==> src/rtl/tcspq_pkg.sv <==
package tcspq_pkg;

   // Widths of the item fields.
   localparam int OPCODE_BITS = 2;
   localparam int ITEM_ID_BITS = 16;
   localparam int STATUS_BITS = 2;

   typedef enum logic [OPCODE_BITS-1:0] {
      OP_ENQUEUE = 2'd0,
      OP_DEQUEUE = 2'd1,
      OP_PEEK    = 2'd2,
      OP_NONE    = 2'd3
   } opcode_type;

   typedef enum logic [STATUS_BITS-1:0] {
      STATUS_OK    = 2'd0,
      STATUS_EMPTY = 2'd1,
      STATUS_FULL  = 2'd2
   } status_type;

   typedef enum logic [1:0] {
      ST_IDLE,
      ST_READ,
      ST_COMMIT
   } state_type;

   // Commands from the sequencer to the datapath.
   typedef struct packed {
      logic latch;
      logic read_head;
      logic commit;
   } ctl_cmd_type;

   // Status from the datapath to the sequencer.
   typedef struct packed {
      logic out_free;
   } dp_status_type;

endpackage

==> src/rtl/tcspq_ctrl.sv <==
module tcspq_ctrl (
   input  logic                     clock,
   input  logic                     reset,
   input  logic                     req_tvalid,
   output logic                     req_tready,
   input  tcspq_pkg::dp_status_type dp_status,
   output tcspq_pkg::ctl_cmd_type   cmd
);

   tcspq_pkg::state_type state_ff;
   tcspq_pkg::state_type state_in;

   always_ff @(posedge clock) begin
      if (reset) begin
         state_ff <= tcspq_pkg::ST_IDLE;
      end else begin
         state_ff <= state_in;
      end
   end

   always_comb begin
      state_in = state_ff;
      unique case (state_ff)
         tcspq_pkg::ST_IDLE: begin
            if (req_tvalid) begin
               state_in = tcspq_pkg::ST_READ;
            end
         end
         tcspq_pkg::ST_READ: begin
            state_in = tcspq_pkg::ST_COMMIT;
         end
         tcspq_pkg::ST_COMMIT: begin
            if (dp_status.out_free) begin
               state_in = tcspq_pkg::ST_IDLE;
            end
         end
         default: begin
            state_in = tcspq_pkg::ST_IDLE;
         end
      endcase
   end

   always_comb begin
      req_tready    = 1'b0;
      cmd.latch     = 1'b0;
      cmd.read_head = 1'b0;
      cmd.commit    = 1'b0;
      unique case (state_ff)
         tcspq_pkg::ST_IDLE: begin
            req_tready = 1'b1;
            cmd.latch  = req_tvalid;
         end
         tcspq_pkg::ST_READ: begin
            cmd.read_head = 1'b1;
         end
         tcspq_pkg::ST_COMMIT: begin
            cmd.commit = dp_status.out_free;
         end
         default: begin
            req_tready = 1'b0;
         end
      endcase
   end

endmodule

==> src/rtl/tcspq_dpath.sv <==
module tcspq_dpath #(
   parameter int QUEUE_DEPTH = 16,
   parameter int ID_BITS = 16
) (
   input  logic                                  clock,
   input  logic                                  reset,
   input  tcspq_pkg::ctl_cmd_type                cmd,
   output tcspq_pkg::dp_status_type              dp_status,
   input  logic [tcspq_pkg::OPCODE_BITS-1:0]     req_opcode,
   input  logic                                  req_item_class,
   input  logic [tcspq_pkg::ITEM_ID_BITS-1:0]    req_item_id,
   output logic                                  rsp_tvalid,
   input  logic                                  rsp_tready,
   output logic [tcspq_pkg::ITEM_ID_BITS-1:0]    rsp_out_id,
   output logic                                  rsp_out_class,
   output logic [tcspq_pkg::STATUS_BITS-1:0]     rsp_status
);

   // Identifiers are carried on 16 bits, so no more than that is ever stored.
   localparam int STORE_BITS = (ID_BITS < tcspq_pkg::ITEM_ID_BITS) ?
                               ID_BITS : tcspq_pkg::ITEM_ID_BITS;
   localparam int PTR_BITS = $clog2(QUEUE_DEPTH);
   localparam int CNT_BITS = $clog2(QUEUE_DEPTH + 1);
   localparam logic [PTR_BITS-1:0] PTR_LAST = PTR_BITS'(QUEUE_DEPTH - 1);
   localparam logic [CNT_BITS-1:0] CNT_FULL = CNT_BITS'(QUEUE_DEPTH);

   // Request registers.
   tcspq_pkg::opcode_type   op_ff;
   logic                    cls_ff;
   logic [STORE_BITS-1:0]   id_ff;

   // FIFO pointers and fill counts.
   logic [PTR_BITS-1:0] urg_head_ff, urg_head_in, urg_tail_ff, urg_tail_in;
   logic [PTR_BITS-1:0] nrm_head_ff, nrm_head_in, nrm_tail_ff, nrm_tail_in;
   logic [CNT_BITS-1:0] urg_cnt_ff, urg_cnt_in, nrm_cnt_ff, nrm_cnt_in;

   // Storage and registered head reads.
   logic [STORE_BITS-1:0] urg_mem [QUEUE_DEPTH];
   logic [STORE_BITS-1:0] nrm_mem [QUEUE_DEPTH];
   logic [STORE_BITS-1:0] urg_rd_ff, nrm_rd_ff;

   // Result register.
   logic                                 rsp_valid_ff, rsp_valid_in;
   logic [tcspq_pkg::ITEM_ID_BITS-1:0]   out_id_ff, out_id_in;
   logic                                 out_class_ff, out_class_in;
   tcspq_pkg::status_type                status_ff, status_in;

   logic urg_we, nrm_we;

   assign dp_status.out_free = !rsp_valid_ff || rsp_tready;

   always_ff @(posedge clock) begin
      if (cmd.latch) begin
         op_ff  <= tcspq_pkg::opcode_type'(req_opcode);
         cls_ff <= req_item_class;
         id_ff  <= STORE_BITS'(req_item_id);
      end
   end

   always_ff @(posedge clock) begin
      if (urg_we) begin
         urg_mem[urg_tail_ff] <= id_ff;
      end
      if (nrm_we) begin
         nrm_mem[nrm_tail_ff] <= id_ff;
      end
      if (cmd.read_head) begin
         urg_rd_ff <= urg_mem[urg_head_ff];
         nrm_rd_ff <= nrm_mem[nrm_head_ff];
      end
   end

   always_comb begin
      urg_head_in  = urg_head_ff;
      urg_tail_in  = urg_tail_ff;
      urg_cnt_in   = urg_cnt_ff;
      nrm_head_in  = nrm_head_ff;
      nrm_tail_in  = nrm_tail_ff;
      nrm_cnt_in   = nrm_cnt_ff;
      urg_we       = 1'b0;
      nrm_we       = 1'b0;
      out_id_in    = '0;
      out_class_in = 1'b0;
      status_in    = tcspq_pkg::STATUS_OK;
      unique case (op_ff)
         tcspq_pkg::OP_ENQUEUE: begin
            if (cls_ff) begin
               if (urg_cnt_ff == CNT_FULL) begin
                  status_in = tcspq_pkg::STATUS_FULL;
               end else begin
                  urg_we      = 1'b1;
                  urg_tail_in = (urg_tail_ff == PTR_LAST) ? '0 :
                                urg_tail_ff + PTR_BITS'(1);
                  urg_cnt_in  = urg_cnt_ff + CNT_BITS'(1);
               end
            end else begin
               if (nrm_cnt_ff == CNT_FULL) begin
                  status_in = tcspq_pkg::STATUS_FULL;
               end else begin
                  nrm_we      = 1'b1;
                  nrm_tail_in = (nrm_tail_ff == PTR_LAST) ? '0 :
                                nrm_tail_ff + PTR_BITS'(1);
                  nrm_cnt_in  = nrm_cnt_ff + CNT_BITS'(1);
               end
            end
         end
         tcspq_pkg::OP_DEQUEUE, tcspq_pkg::OP_PEEK: begin
            priority if (urg_cnt_ff != '0) begin
               out_id_in    = tcspq_pkg::ITEM_ID_BITS'(urg_rd_ff);
               out_class_in = 1'b1;
               if (op_ff == tcspq_pkg::OP_DEQUEUE) begin
                  urg_head_in = (urg_head_ff == PTR_LAST) ? '0 :
                                urg_head_ff + PTR_BITS'(1);
                  urg_cnt_in  = urg_cnt_ff - CNT_BITS'(1);
               end
            end else if (nrm_cnt_ff != '0) begin
               out_id_in = tcspq_pkg::ITEM_ID_BITS'(nrm_rd_ff);
               if (op_ff == tcspq_pkg::OP_DEQUEUE) begin
                  nrm_head_in = (nrm_head_ff == PTR_LAST) ? '0 :
                                nrm_head_ff + PTR_BITS'(1);
                  nrm_cnt_in  = nrm_cnt_ff - CNT_BITS'(1);
               end
            end else begin
               status_in = tcspq_pkg::STATUS_EMPTY;
            end
         end
         default: begin
            status_in = tcspq_pkg::STATUS_OK;
         end
      endcase
      // Nothing above takes effect unless the result is being committed.
      if (!cmd.commit) begin
         urg_head_in = urg_head_ff;
         urg_tail_in = urg_tail_ff;
         urg_cnt_in  = urg_cnt_ff;
         nrm_head_in = nrm_head_ff;
         nrm_tail_in = nrm_tail_ff;
         nrm_cnt_in  = nrm_cnt_ff;
         urg_we      = 1'b0;
         nrm_we      = 1'b0;
      end
   end

   always_comb begin
      rsp_valid_in = rsp_valid_ff;
      if (cmd.commit) begin
         rsp_valid_in = 1'b1;
      end else if (rsp_tready) begin
         rsp_valid_in = 1'b0;
      end
   end

   always_ff @(posedge clock) begin
      if (reset) begin
         urg_head_ff  <= '0;
         urg_tail_ff  <= '0;
         urg_cnt_ff   <= '0;
         nrm_head_ff  <= '0;
         nrm_tail_ff  <= '0;
         nrm_cnt_ff   <= '0;
         rsp_valid_ff <= 1'b0;
      end else begin
         urg_head_ff  <= urg_head_in;
         urg_tail_ff  <= urg_tail_in;
         urg_cnt_ff   <= urg_cnt_in;
         nrm_head_ff  <= nrm_head_in;
         nrm_tail_ff  <= nrm_tail_in;
         nrm_cnt_ff   <= nrm_cnt_in;
         rsp_valid_ff <= rsp_valid_in;
      end
   end

   always_ff @(posedge clock) begin
      if (cmd.commit) begin
         out_id_ff    <= out_id_in;
         out_class_ff <= out_class_in;
         status_ff    <= status_in;
      end
   end

   assign rsp_tvalid    = rsp_valid_ff;
   assign rsp_out_id    = out_id_ff;
   assign rsp_out_class = out_class_ff;
   assign rsp_status    = status_ff;

endmodule

==> src/rtl/two_class_strict_priority_queue.sv <==
// Two-class strict-priority queue of item identifiers.
// Each request item on the req_ channel carries an opcode (enqueue, dequeue
// or peek), a class for enqueue and an identifier. Enqueue appends to the
// urgent or the normal FIFO; dequeue and peek take the oldest urgent item
// if there is one, otherwise the oldest normal item. Every request item
// gives exactly one response item on the rsp_ channel with the identifier,
// its class and a status (ok, both FIFOs empty, or target FIFO full).
// The request passes through the sequencer's read and commit steps before its
// response is registered as valid. The sequencer takes the registered read of
// the FIFO heads and then the commit, and accepts no new request meanwhile.
// Only one item is in flight; req_tready is high while the sequencer idles.
// A finished response sits in an output register, so a new request can be
// accepted while it waits. When the receiver stalls, the next item holds in
// its commit step until the output register is free.
// Reset empties both FIFOs at once; stored entries are never read before
// they are written, so the storage needs no clearing.
module two_class_strict_priority_queue #(
   parameter int QUEUE_DEPTH = 16,
   parameter int ID_BITS = 16
) (
   input  logic        clock,
   input  logic        reset,
   input  logic        req_tvalid,
   output logic        req_tready,
   input  logic [15:0] req_tdata,   // item_id
   input  logic [2:0]  req_tuser,   // opcode[1:0], item_class[2]
   output logic        rsp_tvalid,
   input  logic        rsp_tready,
   output logic [15:0] rsp_tdata,   // out_id
   output logic [2:0]  rsp_tuser    // out_class[0], status[2:1]
);

   tcspq_pkg::ctl_cmd_type   cmd;
   tcspq_pkg::dp_status_type dp_status;
   logic                     out_class;
   logic [1:0]               status;

   tcspq_ctrl u_ctrl (
      .clock      (clock),
      .reset      (reset),
      .req_tvalid (req_tvalid),
      .req_tready (req_tready),
      .dp_status  (dp_status),
      .cmd        (cmd)
   );

   tcspq_dpath #(
      .QUEUE_DEPTH (QUEUE_DEPTH),
      .ID_BITS     (ID_BITS)
   ) u_dpath (
      .clock          (clock),
      .reset          (reset),
      .cmd            (cmd),
      .dp_status      (dp_status),
      .req_opcode     (req_tuser[1:0]),
      .req_item_class (req_tuser[2]),
      .req_item_id    (req_tdata),
      .rsp_tvalid     (rsp_tvalid),
      .rsp_tready     (rsp_tready),
      .rsp_out_id     (rsp_tdata),
      .rsp_out_class  (out_class),
      .rsp_status     (status)
   );

   assign rsp_tuser = {status, out_class};

endmodule
==> config.mk <==
export PLATFORM = sky130hd
export DESIGN_NAME = two_class_strict_priority_queue
export DESIGN_NICKNAME = d
export VERILOG_FILES = /design/src/rtl/tcspq_pkg.sv /design/src/rtl/tcspq_ctrl.sv /design/src/rtl/tcspq_dpath.sv /design/src/rtl/two_class_strict_priority_queue.sv
export SDC_FILE = /design/constraint.sdc
export NUM_CORES = 1
export LEC_CHECK = 0
export ABC_AREA = 0
export BUFFER_PORTS_ARGS = -buffer_cell sky130_fd_sc_hd__buf_4
export CORE_ASPECT_RATIO = 0.7
export CORE_MARGIN = 1
export CORE_UTILIZATION = 55
export DETAILED_ROUTE_END_ITERATION = 10
export HOLD_SLACK_MARGIN = 0.05
export PLACE_DENSITY = 0.78
export SYNTH_ARGS = -nofsm -noshare
export SYNTH_HDL_FRONTEND = slang
export SYNTH_SLANG_ARGS = --single-unit
==> constraint.sdc <==
create_clock -name clock -period 6.7 [get_ports clock]
set_input_delay 0.335 -clock clock [delete_from_list [all_inputs] [get_ports clock]]
set_output_delay 0.335 -clock clock [all_outputs]
set_load 0.05 [all_outputs]
==> flow_summary.json, run 1 <==
{
  "finalSetupTns_ns": 0,
  "placementRows": 63,
  "layout_common_cells": "edfxtp_1, mux4_2, buf_4",
  "antenna_left": 0,
  "ios": 44,
  "gr-usage-met3_pct": 6.16,
  "grt_max_degree": 69,
  "endpoint_kind": "register",
  "gp_congestion": 0.860,
  "drtIter0Drc": 1681,
  "drc": 0,
  "layout-drive-gt1-share_pct": 22.4,
  "yosysWarnings": 0,
  "crit_type": "reg -> reg",
  "path_clk_slew_ns": 0.06,
  "wl_um": 55400,
  "layout.nets": 1376,
  "drv_cap": 0,
  "met2_usage_pct": 36.4,
  "die-area_um2": 43900,
  "p_seq_share_pct": 56.8,
  "swShare_pct": 19.9,
  "finalCriticalPeriod_ns": 3.76,
  "synth_nets": 1271,
  "fin_hold_ws_ns": 0.119,
  "fp.dieH_um": 176,
  "hold_viol": 0,
  "numCtsBuffers": 53,
  "synth.distinct_cells": 46,
  "avgSynthCellArea_um2": 19.3,
  "antenna_found_initial": 2,
  "synth-edff-count": 582,
  "dpl.hpwl_um": 32000,
  "rsz0062_at_grt": "no",
  "grt_usage_pct": 25.6,
  "gr-total-overflow": 0,
  "grt.busiest_layer": "met1",
  "hold_depth": 4,
  "synth-seq-cells": 611,
  "postLayoutCoreUtil_pct": 63.4,
  "synth_top_area_share_pct": 73.8,
  "power_frac_comb_pct": 1.9,
  "worst_hold_path_type": "in -> reg",
  "yosysSeqAreaShare_pct": 76.2,
  "seqCellArea_um2": 18100,
  "synthArstFlopShare_pct": 0,
  "worstSkewPairLatency_ns": 0.59,
  "die_x_um": 250,
  "final.period_utilization_pct": 56.1,
  "final_common_cell": "edfxtp_1",
  "wl_per_cell_um": 28.8,
  "peakVddDrop_uv": 285,
  "synthTopCellsByArea": "edfxtp_1, mux4_2, mux2i_1",
  "relSlewSlack_pct": 4.54,
  "diodes": 0,
  "dr.pass1.iters": 5,
  "arrival_ns": 4.02,
  "cts.sinks": 611,
  "syn2layout_area_growth_pct": 13.4,
  "layout_setup_ws_ns": 2.94,
  "ctsLongestPathBuffers": 3,
  "power_frac_clock_pct": 41.3,
  "fillers": 2757,
  "finalMaxSlewViolations": 0,
  "grt_pass1_vias": 12100,
  "clock_skew_ns": 0.0250,
  "multiInputGateArea_um2": 5390,
  "worstPathRequired_ns": 6.97,
  "syn_inst": 1225,
  "synth_area_um2": 23700,
  "fp.coreArea_um2": 42400,
  "grt_util_met1_pct": 40.5,
  "path_max_fanout": 10,
  "post_cts_resized": 0,
  "htreeDepth": 2,
  "cts_root_buf": "clkbuf_16",
  "critPathLaunchType": "register",
  "fmax_mhz": 266,
  "power.static_leakage_nw": 8.50,
  "reg2reg_depth": 9,
  "drt-vias-per-instance": 6.50,
  "tightest_slew_ns": 1.43,
  "intPower_w": 0.00602,
  "finalSetupViolCount": 0,
  "yosysTopAreaCell": "edfxtp_1",
  "pre_cts_ws_ns": 2.86,
  "powerDensity_nw_per_um2": 280,
  "num_vias": 12500,
  "status": "finished, final reports clean",
  "initial_core_util_pct": 55.9,
  "ys_dominant_reg_cell": "edfxtp_1",
  "p_switching_w": 0.00149,
  "cts_tree": "built",
  "grt_pass1_wl_um": 81200,
  "port_buffers": 43
}
## per-stage QoR
step	cells	area, um2	power, W
global route	1926	26900	0.00770
global placement	1806	24900	0.00447
detailed placement	1806	24900	0.00448
floorplan	1225	23700	0.00439
finish	1926	26900	0.00752
CTS	1924	26800	0.00754
## synthesized netlist by cell type (3+ instances only)
master and instances:
mux2_2 17, a31oi_1 3, a22oi_1 16, xnor2_1 4, mux2i_1 73, and2_1 4
dfxtp_1 29, nand2b_1 6, or3_1 3, nand4_1 3, clkbuf_1 45, nand2_1 34
ha_1 21, nor3_1 8, a21oi_1 53, buf_1 7, buf_2 12, edfxtp_1 582
a22o_1 16, mux4_2 96, xor2_1 8, a221oi_1 17, nor2_1 47, inv_1 12
nor2b_1 20, a21o_1 5, o21ai_0 37, nand3_1 6, a211oi_1 17
## power by group through the flow
stage,Clock [W],Sequential [W],Combinational [W]
after global placement,0,0.00435,0.000124
after CTS,0.00314,0.00427,0.000137
after detailed placement,0,0.00435,0.000127
final,0.00311,0.00427,0.000142
after global routing,0.00328,0.00427,0.000152
after floorplan,0,0.00434,0.0000548
## registers in the layout (all words and copies together) (netlist names)
signal	count
u_ctrl.state_ff	2
u_dpath.cls_ff	1
u_dpath.id_ff	16
u_dpath.nrm_cnt_ff	5
u_dpath.nrm_head_ff	4
u_dpath.nrm_mem	256
u_dpath.nrm_rd_ff	16
u_dpath.nrm_tail_ff	4
u_dpath.op_ff	2
u_dpath.rsp_out_class	1
u_dpath.rsp_out_id	16
u_dpath.rsp_status	2
u_dpath.rsp_tvalid	1
u_dpath.urg_cnt_ff	5
u_dpath.urg_head_ff	4
u_dpath.urg_mem	256
u_dpath.urg_rd_ff	16
u_dpath.urg_tail_ff	4
## cell type report
| cell class | count | area share [%] |
|---|---|---|
| clock buffers | 61 | 5.05 |
| repair buffers | 115 | 3.45 |
| inverters | 12 | 0.168 |
| clock inverters | 38 | 1.46 |
| well taps | 552 | 2.57 |
| flip-flops and latches | 611 | 67.2 |
| multi-input cells | 537 | 20.1 |
## layer usage
| layer | share of wire, % | routed length (um) |
|---|---|---|
| met4 | 1.9 | 1060 |
| met2 | 43 | 23900 |
| met5 | 0 | 0 |
| met1 | 42 | 23000 |
| met3 | 14 | 7500 |
## critical path, stage by stage (launching register included)
cell and delay [ns]:
edfxtp_1 0.44, inv_1 0.12, ha_1 0.22, inv_1 0.10
a2111oi_0 0.78, buf_4 0.26, and2_1 0.30, nand2_1 0.19
nor2_1 0.67, buf_4 0.36
## kinds of logic (layout without fill, tap and decap cells)
logic type	Yosys count	in the layout	share of synthesized area (%)
fa+ha+maj	23	23	1.28
flops	611	611	76.2
mux	186	186	13.0
buf+inv	77	226	1.30
xor+xnor	12	12	0.444
simple gates	143	143	2.94
compound gates	173	173	4.82
## worst paths after layout
| path | from | slack, ns | endpoint |
|---|---|---|---|
| setup / recovery | u_dpath.op_ff[0]$_DFFE_PP_ | 2.94 | u_dpath.nrm_mem[9][11]$_DFFE_PP_ |
| hold / removal | rsp_tready | 0.12 | u_dpath.rsp_tvalid$_SDFFE_PP0P_ |
| setup reg to reg | u_dpath.op_ff[0]$_DFFE_PP_ | 2.94 | u_dpath.nrm_mem[9][11]$_DFFE_PP_ |
| hold reg to reg | u_dpath.nrm_rd_ff[13]$_DFFE_PN_ | 0.55 | u_dpath.rsp_out_id[13]$_SDFFCE_PP0P_ |
## what timing repair did
| item | 4_1_cts | 5_1_grt |
|---|---|---|
| hold buffers | 19 | 0 |
| endpoints found under the hold margin | 19 | 0 |
| buffers inserted | 0 | 0 |
Power figures use the tool's default switching activity.
==> run 2: changes to the inputs <==
==> constraint.sdc (replaced) <==
create_clock -name clock -period 3.7 [get_ports clock]
set_input_delay 0.185 -clock clock [delete_from_list [all_inputs] [get_ports clock]]
set_output_delay 0.185 -clock clock [all_outputs]
set_load 0.05 [all_outputs]
==> flow_summary.json, run 2 (synthesis gave the netlist of run 1 again) <==
{
  "grt.busiest_layer": "met1",
  "path_max_fanout": 16,
  "layoutNonFillerInstCount": 1952,
  "crit_type": "reg -> reg",
  "wl_per_cell_um": 27.9,
  "syn2layout_area_growth_pct": 14.2,
  "endpoint_kind": "register",
  "hp-start": "req_tvalid",
  "post_cts_resized": 0,
  "ctsLongestPathBuffers": 3,
  "power.static_leakage_nw": 8.61,
  "cts_tree": "built",
  "min_to": "u_dpath.cls_ff$_DFFE_PP_",
  "regToRegSetupSlack_ns": 0.80,
  "grt_util_met1_pct": 39.2,
  "r2r_start": "u_dpath.op_ff[0]$_DFFE_PP_",
  "initial_core_util_pct": 55.9,
  "placementRows": 63,
  "path_clk_slew_ns": 0.06,
  "clock_skew_ns": 0.0280,
  "gr-usage-met3_pct": 7.79,
  "gp_congestion": 0.946,
  "hold_viol": 0,
  "antenna_found_initial": 1,
  "final.period_utilization_pct": 78.5,
  "layout.nets": 1403,
  "status": "finished, final reports clean",
  "finalSetupViolCount": 0,
  "die_x_um": 250,
  "numCtsBuffers": 53,
  "reg2reg_to": "u_dpath.nrm_mem[14][8]$_DFFE_PP_",
  "finalSetupTns_ns": 0,
  "layout-drive-gt1-share_pct": 23.4,
  "drc": 0,
  "drv_cap": 0,
  "dr.pass1.iters": 5,
  "powerDensity_nw_per_um2": 500,
  "grt_pass1_wl_um": 79100,
  "fp.coreArea_um2": 42400,
  "ios": 44,
  "arrival_ns": 3.16,
  "finalCriticalPeriod_ns": 2.90,
  "diodes": 0,
  "gr-total-overflow": 0,
  "fin_hold_ws_ns": 0.278,
  "drt-vias-per-instance": 6.32,
  "worstPathRequired_ns": 3.95,
  "relSlewSlack_pct": 13.2,
  "antenna_left": 0,
  "cts_root_buf": "clkbuf_16",
  "finalMaxSlewViolations": 0,
  "layout_common_cells": "edfxtp_1, buf_4, mux4_2",
  "grt_max_degree": 51,
  "htreeDepth": 2,
  "final_common_cell": "edfxtp_1",
  "cts.sinks": 611,
  "fmax_mhz": 344,
  "num_vias": 12300,
  "critPathLaunchType": "register",
  "reg2reg_depth": 9,
  "drtIter0Drc": 1500,
  "fp.dieH_um": 176,
  "worst_hold_path_type": "in -> reg",
  "peakVddDrop_uv": 376,
  "reg.largest.list": "u_dpath.nrm_mem (256), u_dpath.urg_mem (256)",
  "dpl.hpwl_um": 33500,
  "die-area_um2": 43900,
  "worstSkewPairLatency_ns": 0.59,
  "hold_depth": 3,
  "grt_pass1_vias": 11900,
  "port_buffers": 43,
  "met2_usage_pct": 34.9,
  "wl_um": 54400,
  "grt_usage_pct": 25.1,
  "tightest_slew_ns": 1.30,
  "rsz0062_at_grt": "no",
  "dpl.cell_count": 1832
}
run 2: critical path, cell delays in order, from the launching register on:
cell and delay [ns]:
edfxtp_1 0.45, inv_1 0.12, ha_1 0.21, inv_1 0.10, a2111oi_0 0.44, buf_4 0.25, and2_1 0.30, nand2_1 0.22
nor2_1 0.17, buf_4 0.29
run 2: power breakdown:
| part | switching [W] | total, W | internal [W] |
|---|---|---|---|
| sequential | 0.0000397 | 0.00766 | 0.00762 |
| clock | 0.00241 | 0.00552 | 0.00311 |
| combinational | 0.000241 | 0.000341 | 0.0000997 |
run 2: worst max-delay path by stage:
stage | startpoint | cells past startpoint | to
final | u_dpath.op_ff[0]$_DFFE_PP_ | 9 | u_dpath.nrm_mem[14][8]$_DFFE_PP_
after global routing | u_dpath.op_ff[0]$_DFFE_PP_ | 9 | u_dpath.nrm_mem[12][8]$_DFFE_PP_
after CTS | u_dpath.op_ff[0]$_DFFE_PP_ | 9 | u_dpath.nrm_mem[12][8]$_DFFE_PP_
after detailed placement | u_dpath.op_ff[0]$_DFFE_PP_ | 9 | u_dpath.nrm_mem[12][8]$_DFFE_PP_
after global placement | u_dpath.op_ff[0]$_DFFE_PP_ | 9 | u_dpath.nrm_mem[13][11]$_DFFE_PP_
after floorplan | u_dpath.rsp_tvalid$_SDFFE_PP0P_ | 5 | u_dpath.urg_mem[7][0]$_DFFE_PP_
run 2: layout make-up:
cell class / count / area (um2)
Clock inverter: 27 / 264
Tap cell: 552 / 691
Inverter: 12 / 45.0
Sequential cell: 611 / 18100
Multi-Input combinational cell: 537 / 5390
Clock buffer: 71 / 1460
Fill cell: 2774 / 15300
Timing Repair Buffer: 142 / 1150
run 2: what timing repair did:
action / CTS / global route
hold buffers: 22 / 0
buffers inserted: 0 / 0
endpoints found under the hold margin: 45 / 0
run 2: through the flow:
step / util, % / total power [W] / worst slack [ns] / cell area, um2
floorplan: - / 0.00795 / 0.299 / 23700
CTS: 63.8 / 0.0136 / 0.843 / 27100
detailed placement: 59.2 / 0.00813 / 0.891 / 25100
global placement: 59.2 / 0.00811 / 1.05 / 25100
finish: 63.8 / 0.0135 / 0.795 / 27100
global route: 63.8 / 0.0138 / 0.637 / 27100
run 2: routing by layer:
layer / up-vias / wire, um
li1: 5227 / -
met3: 83 / 6490
met4: 0 / 1030
met2: 685 / 23200
met5: - / 0
met1: 6332 / 23600
